## config.mk

```make
export PLATFORM = sky130hd
export DESIGN_NAME = five_channel_servo_pwm
export DESIGN_NICKNAME = d
export VERILOG_FILES = /design/src/design/spwm_pkg.sv /design/src/design/spwm_frame.sv /design/src/design/spwm_chan.sv /design/src/design/five_channel_servo_pwm.sv
export SDC_FILE = /design/constraint.sdc
export NUM_CORES = 1
export LEC_CHECK = 0
export ABC_AREA = 1
export BUFFER_PORTS_ARGS = -buffer_cell sky130_fd_sc_hd__buf_4
export CAP_MARGIN = 15
export CORE_MARGIN = 1
export CORE_UTILIZATION = 62
export DETAILED_ROUTE_END_ITERATION = 16
export GPL_TIMING_DRIVEN = 0
export PLACE_DENSITY = 0.88
export SETUP_SLACK_MARGIN = 0.5
export SLEW_MARGIN = 20
export SYNTH_ARGS = -nofsm -noshare
export SYNTH_HDL_FRONTEND = slang
export SYNTH_HIERARCHICAL = 1
export SYNTH_SLANG_ARGS = --single-unit
```

## constraint.sdc

```tcl
create_clock -name clk -period 4.1 [get_ports clk]
set_input_delay 0.82 -clock clk [delete_from_list [all_inputs] [get_ports clk]]
set_output_delay 0.82 -clock clk [all_outputs]
set_load 0.01 [all_outputs]
```

## src/design/spwm_pkg.sv

```systemverilog
// Package for the five-channel servo pulse generator.
// Holds the shared types, command and register codes, and reset tables.
// No dependencies.
`timescale 1ns / 1ps

package spwm_pkg;

  localparam int MAX_CHANNELS = 8;
  localparam int PULSE_W      = 5;
  localparam int SLOW_FIRST   = 3;   // zero-based index of the first slow channel

  // request modes
  localparam logic [1:0] MODE_TICK     = 2'd0;
  localparam logic [1:0] MODE_POSITION = 2'd1;
  localparam logic [1:0] MODE_ENABLE   = 2'd2;

  // configuration register indexes
  localparam logic REG_FRAME_TOP  = 1'b0;
  localparam logic REG_LED_FRAMES = 1'b1;

  localparam logic [11:0] FRAME_TOP_RESET  = 12'd2500;
  localparam logic [7:0]  LED_FRAMES_RESET = 8'd30;

  localparam logic [7:0] PCT_MAX  = 8'd100;
  localparam logic [7:0] BAND_LO  = 8'd48;
  localparam logic [7:0] BAND_HI  = 8'd52;
  localparam logic [7:0] CH1_SKIP = 8'd60;
  localparam logic [7:0] CH2_SKIP = 8'd41;
  localparam logic [7:0] CH1_OFS  = 8'd136;
  localparam logic [7:0] CH2_OFS  = 8'd137;
  localparam logic [7:0] CH3_OFS  = 8'd119;
  localparam logic [7:0] CH4_OFS  = 8'd60;

  typedef struct packed {
    logic        valid;
    logic        index;
    logic [11:0] data;
  } spwm_cfg_t;

  typedef struct packed {
    logic       tick_en;
    logic       set_en;
    logic       enable_en;
    logic [2:0] chan_idx;   // zero-based
    logic [7:0] value;
  } spwm_op_t;

  typedef struct packed {
    logic       start;
    logic [7:0] fast_next;
    logic [7:0] slow_next;
  } spwm_timing_t;

  typedef struct packed {
    logic       cmp_write;
    logic       en_write;
    logic [7:0] cmp;
    logic       en;
  } pos_upd_t;

  function automatic logic [7:0] compare_reset(input logic [2:0] idx);
    logic [7:0] r;
    case (idx)
      3'd0:    r = 8'd186;
      3'd1:    r = 8'd187;
      3'd2:    r = 8'd169;
      3'd3:    r = 8'd60;
      3'd4:    r = 8'd85;
      default: r = 8'd0;
    endcase
    return r;
  endfunction

  function automatic logic enable_reset(input logic [2:0] idx);
    return (idx == 3'd3) || (idx == 3'd4);
  endfunction

  function automatic logic out_of_band(input logic [7:0] p);
    return !((p >= BAND_LO) && (p <= BAND_HI));
  endfunction

  // percent to compare value per channel, and enable for the first three
  function automatic pos_upd_t position_update(input logic [2:0] idx,
                                               input logic [7:0] value);
    pos_upd_t   u;
    logic [7:0] p;
    p = (value > PCT_MAX) ? PCT_MAX : value;
    u = '0;
    case (idx)
      3'd0: begin
        if (p == CH1_SKIP) p = CH1_SKIP + 8'd1;
        u.cmp_write = 1'b1;
        u.en_write  = 1'b1;
        u.cmp       = CH1_OFS + p;
        u.en        = out_of_band(p);
      end
      3'd1: begin
        if (p == CH2_SKIP) p = CH2_SKIP + 8'd1;
        p           = PCT_MAX - p;   // channel 2 runs inverted
        u.cmp_write = 1'b1;
        u.en_write  = 1'b1;
        u.cmp       = CH2_OFS + p;
        u.en        = out_of_band(p);
      end
      3'd2: begin
        u.cmp_write = 1'b1;
        u.en_write  = 1'b1;
        u.cmp       = CH3_OFS + p;
        u.en        = out_of_band(p);
      end
      3'd3: begin
        u.cmp_write = 1'b1;
        u.cmp       = CH4_OFS + p;
      end
      3'd4: begin
        u.cmp_write = 1'b1;
        u.cmp       = p;
      end
      default: u = '0;
    endcase
    return u;
  endfunction

endpackage

```

## src/design/spwm_frame.sv

```systemverilog
// Frame timing for the servo pulse generator: frame counter, fast and slow
// channel counters, heartbeat LED and the two configuration registers.
// Depends on spwm_pkg.
`timescale 1ns / 1ps

module spwm_frame (
  input  logic                  clk,
  input  logic                  rst,
  input  spwm_pkg::spwm_cfg_t   cfg,
  input  logic                  tick_en,
  output spwm_pkg::spwm_timing_t timing,
  output logic                  led_next
);
  import spwm_pkg::*;

  logic [11:0] frame_top;
  logic [7:0]  led_frames;
  logic [11:0] frame_count;
  logic [7:0]  fast_count;
  logic [7:0]  slow_count;
  logic        slow_prescale;
  logic        led_state;
  logic [7:0]  frame_tally;

  logic [11:0] frame_inc;
  logic        led_toggle;

  assign frame_inc        = frame_count + 12'd1;
  assign timing.start     = (frame_inc == frame_top);
  assign timing.fast_next = fast_count + 8'd1;
  // slow counter steps when the prescaler wraps back to zero
  assign timing.slow_next = slow_prescale ? (slow_count + 8'd1) : slow_count;
  assign led_toggle       = tick_en && timing.start && (frame_tally == led_frames);
  assign led_next         = led_state ^ led_toggle;

  always_ff @(posedge clk) begin
    if (rst) begin
      frame_top  <= FRAME_TOP_RESET;
      led_frames <= LED_FRAMES_RESET;
    end else if (cfg.valid) begin
      unique case (cfg.index)
        REG_FRAME_TOP:  frame_top  <= cfg.data;
        REG_LED_FRAMES: led_frames <= cfg.data[7:0];
        default:        frame_top  <= frame_top;
      endcase
    end
  end

  always_ff @(posedge clk) begin
    if (rst) begin
      frame_count   <= '0;
      fast_count    <= '0;
      slow_count    <= '0;
      slow_prescale <= 1'b0;
      led_state     <= 1'b0;
      frame_tally   <= '0;
    end else if (tick_en) begin
      if (timing.start) begin
        frame_count   <= '0;
        fast_count    <= '0;
        slow_count    <= '0;
        slow_prescale <= 1'b0;
        led_state     <= led_next;
        frame_tally   <= led_toggle ? 8'd0 : (frame_tally + 8'd1);
      end else begin
        frame_count   <= frame_inc;
        fast_count    <= timing.fast_next;
        slow_count    <= timing.slow_next;
        slow_prescale <= ~slow_prescale;
      end
    end
  end

endmodule

```

## src/design/spwm_chan.sv

```systemverilog
// Per-channel compare values, enables and pin levels.
// Depends on spwm_pkg; counter values come from spwm_frame.
`timescale 1ns / 1ps

module spwm_chan #(
  parameter int NUM_CHANNELS = 5
) (
  input  logic                   clk,
  input  logic                   rst,
  input  spwm_pkg::spwm_op_t     op,
  input  spwm_pkg::spwm_timing_t timing,
  output logic [NUM_CHANNELS-1:0] pins_next
);
  import spwm_pkg::*;

  logic [7:0]              cmp      [NUM_CHANNELS];
  logic [7:0]              cmp_next [NUM_CHANNELS];
  logic [NUM_CHANNELS-1:0] en;
  logic [NUM_CHANNELS-1:0] en_next;
  logic [NUM_CHANNELS-1:0] pins;
  pos_upd_t                upd;

  assign upd = position_update(op.chan_idx, op.value);

  always_comb begin
    for (int i = 0; i < NUM_CHANNELS; i++) begin
      logic       sel;
      logic [7:0] cnt;
      sel         = (op.chan_idx == 3'(i));
      cnt         = (i >= SLOW_FIRST) ? timing.slow_next : timing.fast_next;
      cmp_next[i] = cmp[i];
      en_next[i]  = en[i];
      pins_next[i] = pins[i];
      if (op.tick_en) begin
        if (timing.start) pins_next[i] = 1'b1;
        else if (en[i] && (cnt == cmp[i])) pins_next[i] = 1'b0;
      end
      if (op.set_en && sel) begin
        if (upd.cmp_write) cmp_next[i] = upd.cmp;
        if (upd.en_write)  en_next[i]  = upd.en;
      end
      if (op.enable_en && sel) en_next[i] = (op.value != 8'd0);
    end
  end

  always_ff @(posedge clk) begin
    if (rst) begin
      for (int i = 0; i < NUM_CHANNELS; i++) begin
        cmp[i] <= compare_reset(3'(i));
        en[i]  <= enable_reset(3'(i));
      end
      pins <= '0;
    end else begin
      cmp  <= cmp_next;
      en   <= en_next;
      pins <= pins_next;
    end
  end

endmodule

```

## src/design/five_channel_servo_pwm.sv

```systemverilog
// Five-channel servo pulse generator. Each tick request advances the frame
// counter and the channel counters; position and enable requests update one
// channel. One request is taken every clock cycle unless a stalled result
// holds it back; its result passes the input and result registers that
// bracket the single pass of logic. The result register can hold a
// stalled result while the next request is taken. Configuration writes are
// taken at any time (cfg_ready is always high) and should be made while idle.
// Depends on spwm_pkg, spwm_frame and spwm_chan.
`timescale 1ns / 1ps

module five_channel_servo_pwm #(
  parameter int NUM_CHANNELS = 5
) (
  input  logic        clk,
  input  logic        rst,
  input  logic        in_valid,
  output logic        in_ready,
  input  logic [1:0]  mode,
  input  logic [2:0]  channel,
  input  logic [7:0]  value,
  output logic        out_valid,
  input  logic        out_ready,
  output logic [4:0]  pulse_levels,
  output logic        led_level,
  output logic        frame_start,
  input  logic        cfg_valid,
  output logic        cfg_ready,
  input  logic        cfg_index,
  input  logic [11:0] cfg_data
);
  import spwm_pkg::*;

  logic        s1_valid;
  logic [1:0]  s1_mode;
  logic [2:0]  s1_channel;
  logic [7:0]  s1_value;
  logic        advance;
  logic        chan_ok;

  spwm_cfg_t               cfg;
  spwm_op_t                op;
  spwm_timing_t            timing;
  logic                    led_next;
  logic [NUM_CHANNELS-1:0] pins_next;
  logic [MAX_CHANNELS-1:0] pins_wide;

  assign advance   = s1_valid && (!out_valid || out_ready);
  assign in_ready  = !s1_valid || advance;
  assign cfg_ready = 1'b1;

  assign cfg.valid = cfg_valid;
  assign cfg.index = cfg_index;
  assign cfg.data  = cfg_data;

  assign chan_ok = (s1_channel != 3'd0) && ({1'b0, s1_channel} <= 4'(NUM_CHANNELS));

  assign op.tick_en   = advance && (s1_mode == MODE_TICK);
  assign op.set_en    = advance && (s1_mode == MODE_POSITION) && chan_ok;
  assign op.enable_en = advance && (s1_mode == MODE_ENABLE) && chan_ok;
  assign op.chan_idx  = s1_channel - 3'd1;
  assign op.value     = s1_value;

  spwm_frame u_frame (
    .clk      (clk),
    .rst      (rst),
    .cfg      (cfg),
    .tick_en  (op.tick_en),
    .timing   (timing),
    .led_next (led_next)
  );

  spwm_chan #(
    .NUM_CHANNELS (NUM_CHANNELS)
  ) u_chan (
    .clk       (clk),
    .rst       (rst),
    .op        (op),
    .timing    (timing),
    .pins_next (pins_next)
  );

  assign pins_wide = MAX_CHANNELS'(pins_next);

  // input register
  always_ff @(posedge clk) begin
    if (rst) begin
      s1_valid <= 1'b0;
    end else if (in_valid && in_ready) begin
      s1_valid <= 1'b1;
    end else if (advance) begin
      s1_valid <= 1'b0;
    end
  end

  always_ff @(posedge clk) begin
    if (in_valid && in_ready) begin
      s1_mode    <= mode;
      s1_channel <= channel;
      s1_value   <= value;
    end
  end

  // result register
  always_ff @(posedge clk) begin
    if (rst) begin
      out_valid <= 1'b0;
    end else if (advance) begin
      out_valid <= 1'b1;
    end else if (out_ready) begin
      out_valid <= 1'b0;
    end
  end

  always_ff @(posedge clk) begin
    if (advance) begin
      pulse_levels <= pins_wide[PULSE_W-1:0];
      led_level    <= led_next;
      frame_start  <= op.tick_en && timing.start;
    end
  end

endmodule

```

Yosys cells after proc, flatten, opt, wreduce, memory -nomap -nowiden
Index checks and enable logic that the tools add are counted.
- register bits: 130
- memories: 0
- ROM bits: 0
- bits of input ports: 31
- logic and storage cells: 174
- latch bits: 0
- output and inout port bits: 10
- bits in writable memories: 0
- shift operators: 0
- reduce and logical (&&, ||, !) cells: 66
- $lt $le $gt $ge: 8
- multiplexer cells: 45
- divide/modulo/power cells: 0
- equal/unequal tests: 15
- multiply operators: 0
- add/subtract/negate cells: 10
- bitwise logic cells: 3
- operators by type and width (cell ; count):
    8-bit 2-to-1 mux ; 9
    8-bit == test ; 6
    8-bit case mux with 5 select lines ; 1
    1-bit 2-to-1 mux ; 33
    1-bit logical AND ; 28
    2-bit AND reduction ; 13
    8-bit by 1-bit adder with 8-bit output, second input constant ; 3
    8-bit by 6-bit >= comparator with 1-bit output, second input constant ; 3
    8-bit by 6-bit <= comparator with 1-bit output, second input constant ; 3
    2-bit nonzero test ; 12
    8-bit adder, first input constant ; 2
    8-bit by 6-bit == test with 1-bit output, second input constant ; 2
    12-bit by 1-bit adder with 12-bit output, second input constant ; 1
    12-bit == test ; 1
    12-bit 2-to-1 mux ; 1
    6-bit by 8-bit adder with 8-bit output, first input constant ; 1
    7-bit by 8-bit adder with 8-bit output, first input constant ; 1
    8-bit by 7-bit greater-than comparator with 1-bit output, second input constant ; 1
    8-bit nonzero test ; 1
    7-bit by 8-bit subtractor with 8-bit output, first input constant ; 1
    3-bit by 2-bit == test with 1-bit output, second input constant ; 2
    1-bit logical NOT ; 5
    5-bit OR reduction ; 1
    3-bit by 1-bit == test with 1-bit output, second input constant ; 1
    13 further kinds ; 15

Logic depth before layout (Yosys ltp)
- depth after elaboration: 13
- depth in mapped cells: 24
- mapped depth without buffers: 24

Cells and area by module
Netlist, hierarchy kept.
- modules (own cells, without submodules) (module ; instances ; area an instance (sq um) ; seq. area each (sq um) ; cells each):
    spwm_chan ; 1 ; 3423.3 ; 1001.0 ; 500
    spwm_frame ; 1 ; 3387.0 ; 1161.1 ; 489
    five_channel_servo_pwm ; 1 ; 840.8 ; 640.6 ; 59

Least setup slack after synthesis
OpenSTA, ideal clock, no wires.
- path kind: flip-flop to flip-flop
- start point: register s1_value[6]
- end point: register u_chan/cmp[20] (netlist name)
- path buffers: 0
- data required time: 3.987 ns
- path slack: 1.222 ns
- setup time: 0.113 ns
- clock period less this slack: 2.878 ns
- data arrival time: 2.765 ns
- cell stages (with the launch flop): 21
- cell sequence: edfxtp_1 -> nor2_4 -> inv_2 -> nand2_4 -> nand2_4 -> nand2_8 -> nand2_4 -> inv_1 -> ha_1 -> nand4_1 -> nand2_1 -> inv_1 -> ha_1 -> nand3b_1 -> and2_1 -> nand2_1 -> nand3_1 -> nand3_1 -> nand2_1 -> o21ai_1 -> inv_1
- cells in the longest elaborated chain, start to end: 8
- elaborated cells between the ends (all ways): 14
- those cells by class: add/sub (5); order compare (1); eq/ne (2); mux (6)
- RTL lines (item ; RTL line ; text):
    start: declaration ; five_channel_servo_pwm.sv:36 ; logic [7:0] s1_value;
    start signal: assignment ; five_channel_servo_pwm.sv:99 ; s1_value <= value;
    8-bit by 7-bit greater-than comparator with 1-bit output ; spwm_pkg.sv:87 ; p = (value > PCT_MAX) ? PCT_MAX : value;
    8-bit 2-to-1 mux * ; spwm_pkg.sv:87 ;
    8-bit by 6-bit == test with 1-bit output ; spwm_pkg.sv:98 ; if (p == CH2_SKIP) p = CH2_SKIP + 8'd1;
    8-bit 2-to-1 mux ; spwm_pkg.sv:98 ;
    8-bit 2-to-1 mux ; spwm_pkg.sv:89 ; case (idx)
    7-bit by 8-bit subtractor with 8-bit output ; spwm_pkg.sv:99 ; p = PCT_MAX - p;
    8-bit adder ; spwm_pkg.sv:102 ; u.cmp = CH2_OFS + p;
    8-bit case mux with 5 select lines * ; spwm_pkg.sv:89 ;
    end signal: indexed assignment ; spwm_chan.sv:49 ; cmp[i] <= compare_reset(3'(i));
    end signal: assignment ; spwm_chan.sv:54 ; cmp <= cmp_next;
    end: declaration ; spwm_chan.sv:16 ; logic [7:0] cmp [NUM_CHANNELS];
Mark *: on every way between the ends. The rest lies on a longest branch, timed or not. The select of a mux whose other input is x is not followed.
A chain may end at the register's enable or synchronous reset.

Final worst setup path
- start point: register s1_value[7]
- end point: register u_chan/cmp[19] (netlist name)
The elaborated chain is that of the path after synthesis.

==> flow_summary.json <==
{
  "cp_slowest_cell": "edfxtp_1",
  "synth-seq-cells": 130,
  "final_cells": 1273,
  "cts_buffer_depth": 2,
  "final_common_cell": "nand2_1",
  "initial_core_util_pct": 63.70,
  "tns_ns": 0,
  "relSlewSlack_pct": 30.73,
  "cp_common_cell": "nand2_1",
  "syn_area_um2": 7651,
  "cts_tree": "yes",
  "critPathLaunchType": "flop",
  "dpl.hpwl_um": 13640,
  "synth-seq-area-share_pct": 36.63,
  "hold_violations": 0,
  "synth-main-ff-cell": "dfxtp_1",
  "antenna_found_initial": 0,
  "grt_max_degree": 17,
  "wl_um": 19370,
  "wl_per_cell_um": 15.22,
  "powerDensity_nw_per_um2": 369.2,
  "hold_class": "flop to flop",
  "fp.coreArea_um2": 12010,
  "grt_overflow_total": 0,
  "max_stage_delay_ns": 0.45,
  "cp_top_family": "simple AND/OR/NAND/NOR gates",
  "via_per_inst": 5.780,
  "report.final.slew_viol_count": 0,
  "num_io_pins": 41,
  "first_iter_violations": 734,
  "drv_cap": 0,
  "synth-edff-count": 20,
  "routabilityCongestion": 0.9336,
  "rows": 40,
  "min_period_over_period_pct": 82.52,
  "status": "finished clean",
  "path_cells": "nor2_4, inv_2, nand2_4, nand2_4, nand2_8, nand2_2, inv_1, ha_1, nand4_1, nand2_2, inv_1, ha_1, nand3b_1, and2_1, nand2_1, nor2_1, o21ai_2, nand2_1, nand2_1",
  "path_class": "flop to flop",
  "arrival_ns": 3.75,
  "finClkSkew_ns": 0.007767,
  "hold_buffers": 0,
  "antenna_left": 0,
  "clock_sinks": 130,
  "clk_latency_ns": 0.43,
  "die_w_um": 113.1,
  "crit_path_max_fanout": 10,
  "period_needed_ns": 3.383,
  "syn_inst": 1048,
  "layout_common_cells": "nand2_1 (237), inv_1 (115), dfxtp_1 (110), nor2_1 (85), a21oi_1 (82)",
  "syn-num-nets": 1097,
  "report.final.setup_viol": 0,
  "cp.buffers_inverters": 3,
  "peakVddDrop_v": 0.0004719,
  "required_ns": 4.47,
  "endpoint_kind": "flop",
  "root_buffer": "clkbuf_16",
  "die_area_um2": 12790,
  "drive_gt1_share_pct": 15.36,
  "vias": 7358,
  "timing.fmax_mhz": 295.6,
  "grt_usage_pct": 31.32,
  "io_buffers": 39,
  "first_pass_iters": 5,
  "die_h_um": 113.1,
  "ys_async_sr_fraction_pct": 0,
  "syn_area_per_cell_um2": 7.301,
  "areaGrowthSynthToFinish_pct": 14.78,
  "yosysWarningCount": 6,
  "p_leak_nw": 3.698,
  "worst_slew_pin_slew_ns": 1.033,
  "final_nets": 1162,
  "grt_first_pass_wirelength_um": 31560,
  "numPlacedInstances": 1234,
  "diodes": 0,
  "cts.clk_slew.worst_paths_ns": 0.06,
  "cts_buffers": 17,
  "grt_pass1_vias": 6631,
  "synthDistinctLibCells": 60,
  "cts.htree.levels": 4,
  "drcViolationCount": 0,
  "rsz0062_at_grt": "no"
}
-- worst paths after layout --
path | startpoint | endpoint | slack [ns] | cells past startpoint
min reg2reg | u_chan/cmp[7]$_SDFFE_PP0P_ | u_chan/cmp[7]$_SDFFE_PP0P_ | 0.46 | 2
max | s1_value[7]$_DFFE_PP_ | u_chan/cmp[19]$_SDFFE_PP1P_ | 0.72 | 19
max reg2reg | s1_value[7]$_DFFE_PP_ | u_chan/cmp[19]$_SDFFE_PP1P_ | 0.72 | 19
min | u_chan/cmp[7]$_SDFFE_PP0P_ | u_chan/cmp[7]$_SDFFE_PP0P_ | 0.46 | 2
-- routing by layer --
metal  vias up  share of wire (%)  GRT usage, %
met3        30                7.6         7.445
met5         -                  0             0
li1       3604                  -             -
met4         0                1.5         9.649
met2       297                 46         49.57
met1      3427                 45         42.43
-- worst reg2reg max path: cells and delay by family, from the launching register on --
kind | cells | cell delay [ns]
simple gates | 13 | 1.75
flops | 1 | 0.45
fa+ha+maj | 2 | 0.41
compound gates | 1 | 0.38
buf+inv | 3 | 0.35
-- stage by stage --
step	instance area [um2]	worst slack [ns]	hold slack [ns]	utilization (%)	total power [mW]
global route	8782	0.4918	0.4865	73.11	3.346
finish	8782	0.7168	0.4569	73.11	3.242
CTS	8722	0.5226	0.4589	72.61	3.235
detailed placement	8128	0.5481	0.4476	67.67	1.724
global placement	8128	0.5877	0.4368	67.67	1.717
floorplan	7651	1.222	0.4239	-	1.614
-- logic make-up after synthesis --
| group | Yosys count | synth area share, % |
|---|---|---|
| and+or+nand+nor | 503 | 31.84 |
| AOI/OAI and AO/OA | 196 | 15.29 |
| DFF | 130 | 36.63 |
| adders and majority gates | 18 | 2.944 |
| buffers and inverters | 153 | 7.866 |
| xor gates and xnor gates | 47 | 5.380 |
| other | 1 | 0.04901 |
-- sequential cells by signal, summed over array words and instances, names as in the netlist, 3 cells and up --
signal / cells
u_chan/cmp: 40
u_frame/led_frames: 8
pulse_levels: 5
u_frame/frame_count: 12
u_frame/slow_count: 8
u_chan/en: 5
u_chan/pins: 5
s1_channel: 3
u_frame/fast_count: 8
s1_value: 8
u_frame/frame_top: 12
u_frame/frame_tally: 8
-- report_power, final --
group          internal [mW]  switching [mW]  total [mW]
Clock                  0.949           0.572        1.52
Combinational          0.121           0.252       0.373
Sequential              1.32          0.0227        1.35
-- layout make-up --
class / instances / area [um2]
repair buffers: 46 / 345.3
well taps: 147 / 183.9
clock buffers: 18 / 429.2
flip-flops and latches: 130 / 2803
inverters: 129 / 489.2
multi-input cells: 765 / 4254
plain buffers: 24 / 112.6
fillers: 917 / 3229
clock inverters: 14 / 165.2
-- Yosys cell counts, types with 8 or more instances --
library cell,n,area [um2]
clkbuf_1,16,60.06
nand2_2,16,100.1
nand3_1,80,400.4
nand4_1,13,81.33
o2111ai_1,8,70.07
a21oi_2,11,96.34
inv_1,116,435.4
nand3_2,16,160.2
xor2_1,29,254.0
edfxtp_1,20,600.6
nand2_4,9,101.4
ha_1,18,225.2
a21oi_1,82,410.4
nand2_1,240,900.9
o211ai_1,9,67.56
nor2_1,85,319.1
o21ai_0,48,240.2
dfxtp_1,110,2202
xnor2_1,18,157.7
-- timing repair --
action | 4_1_cts | 5_1_grt
buffers inserted | 0 | 7
resized for setup | 0 | 4
setup endpoints to repair | 0 | 23
No activity file was read; power rests on OpenSTA's default activity.
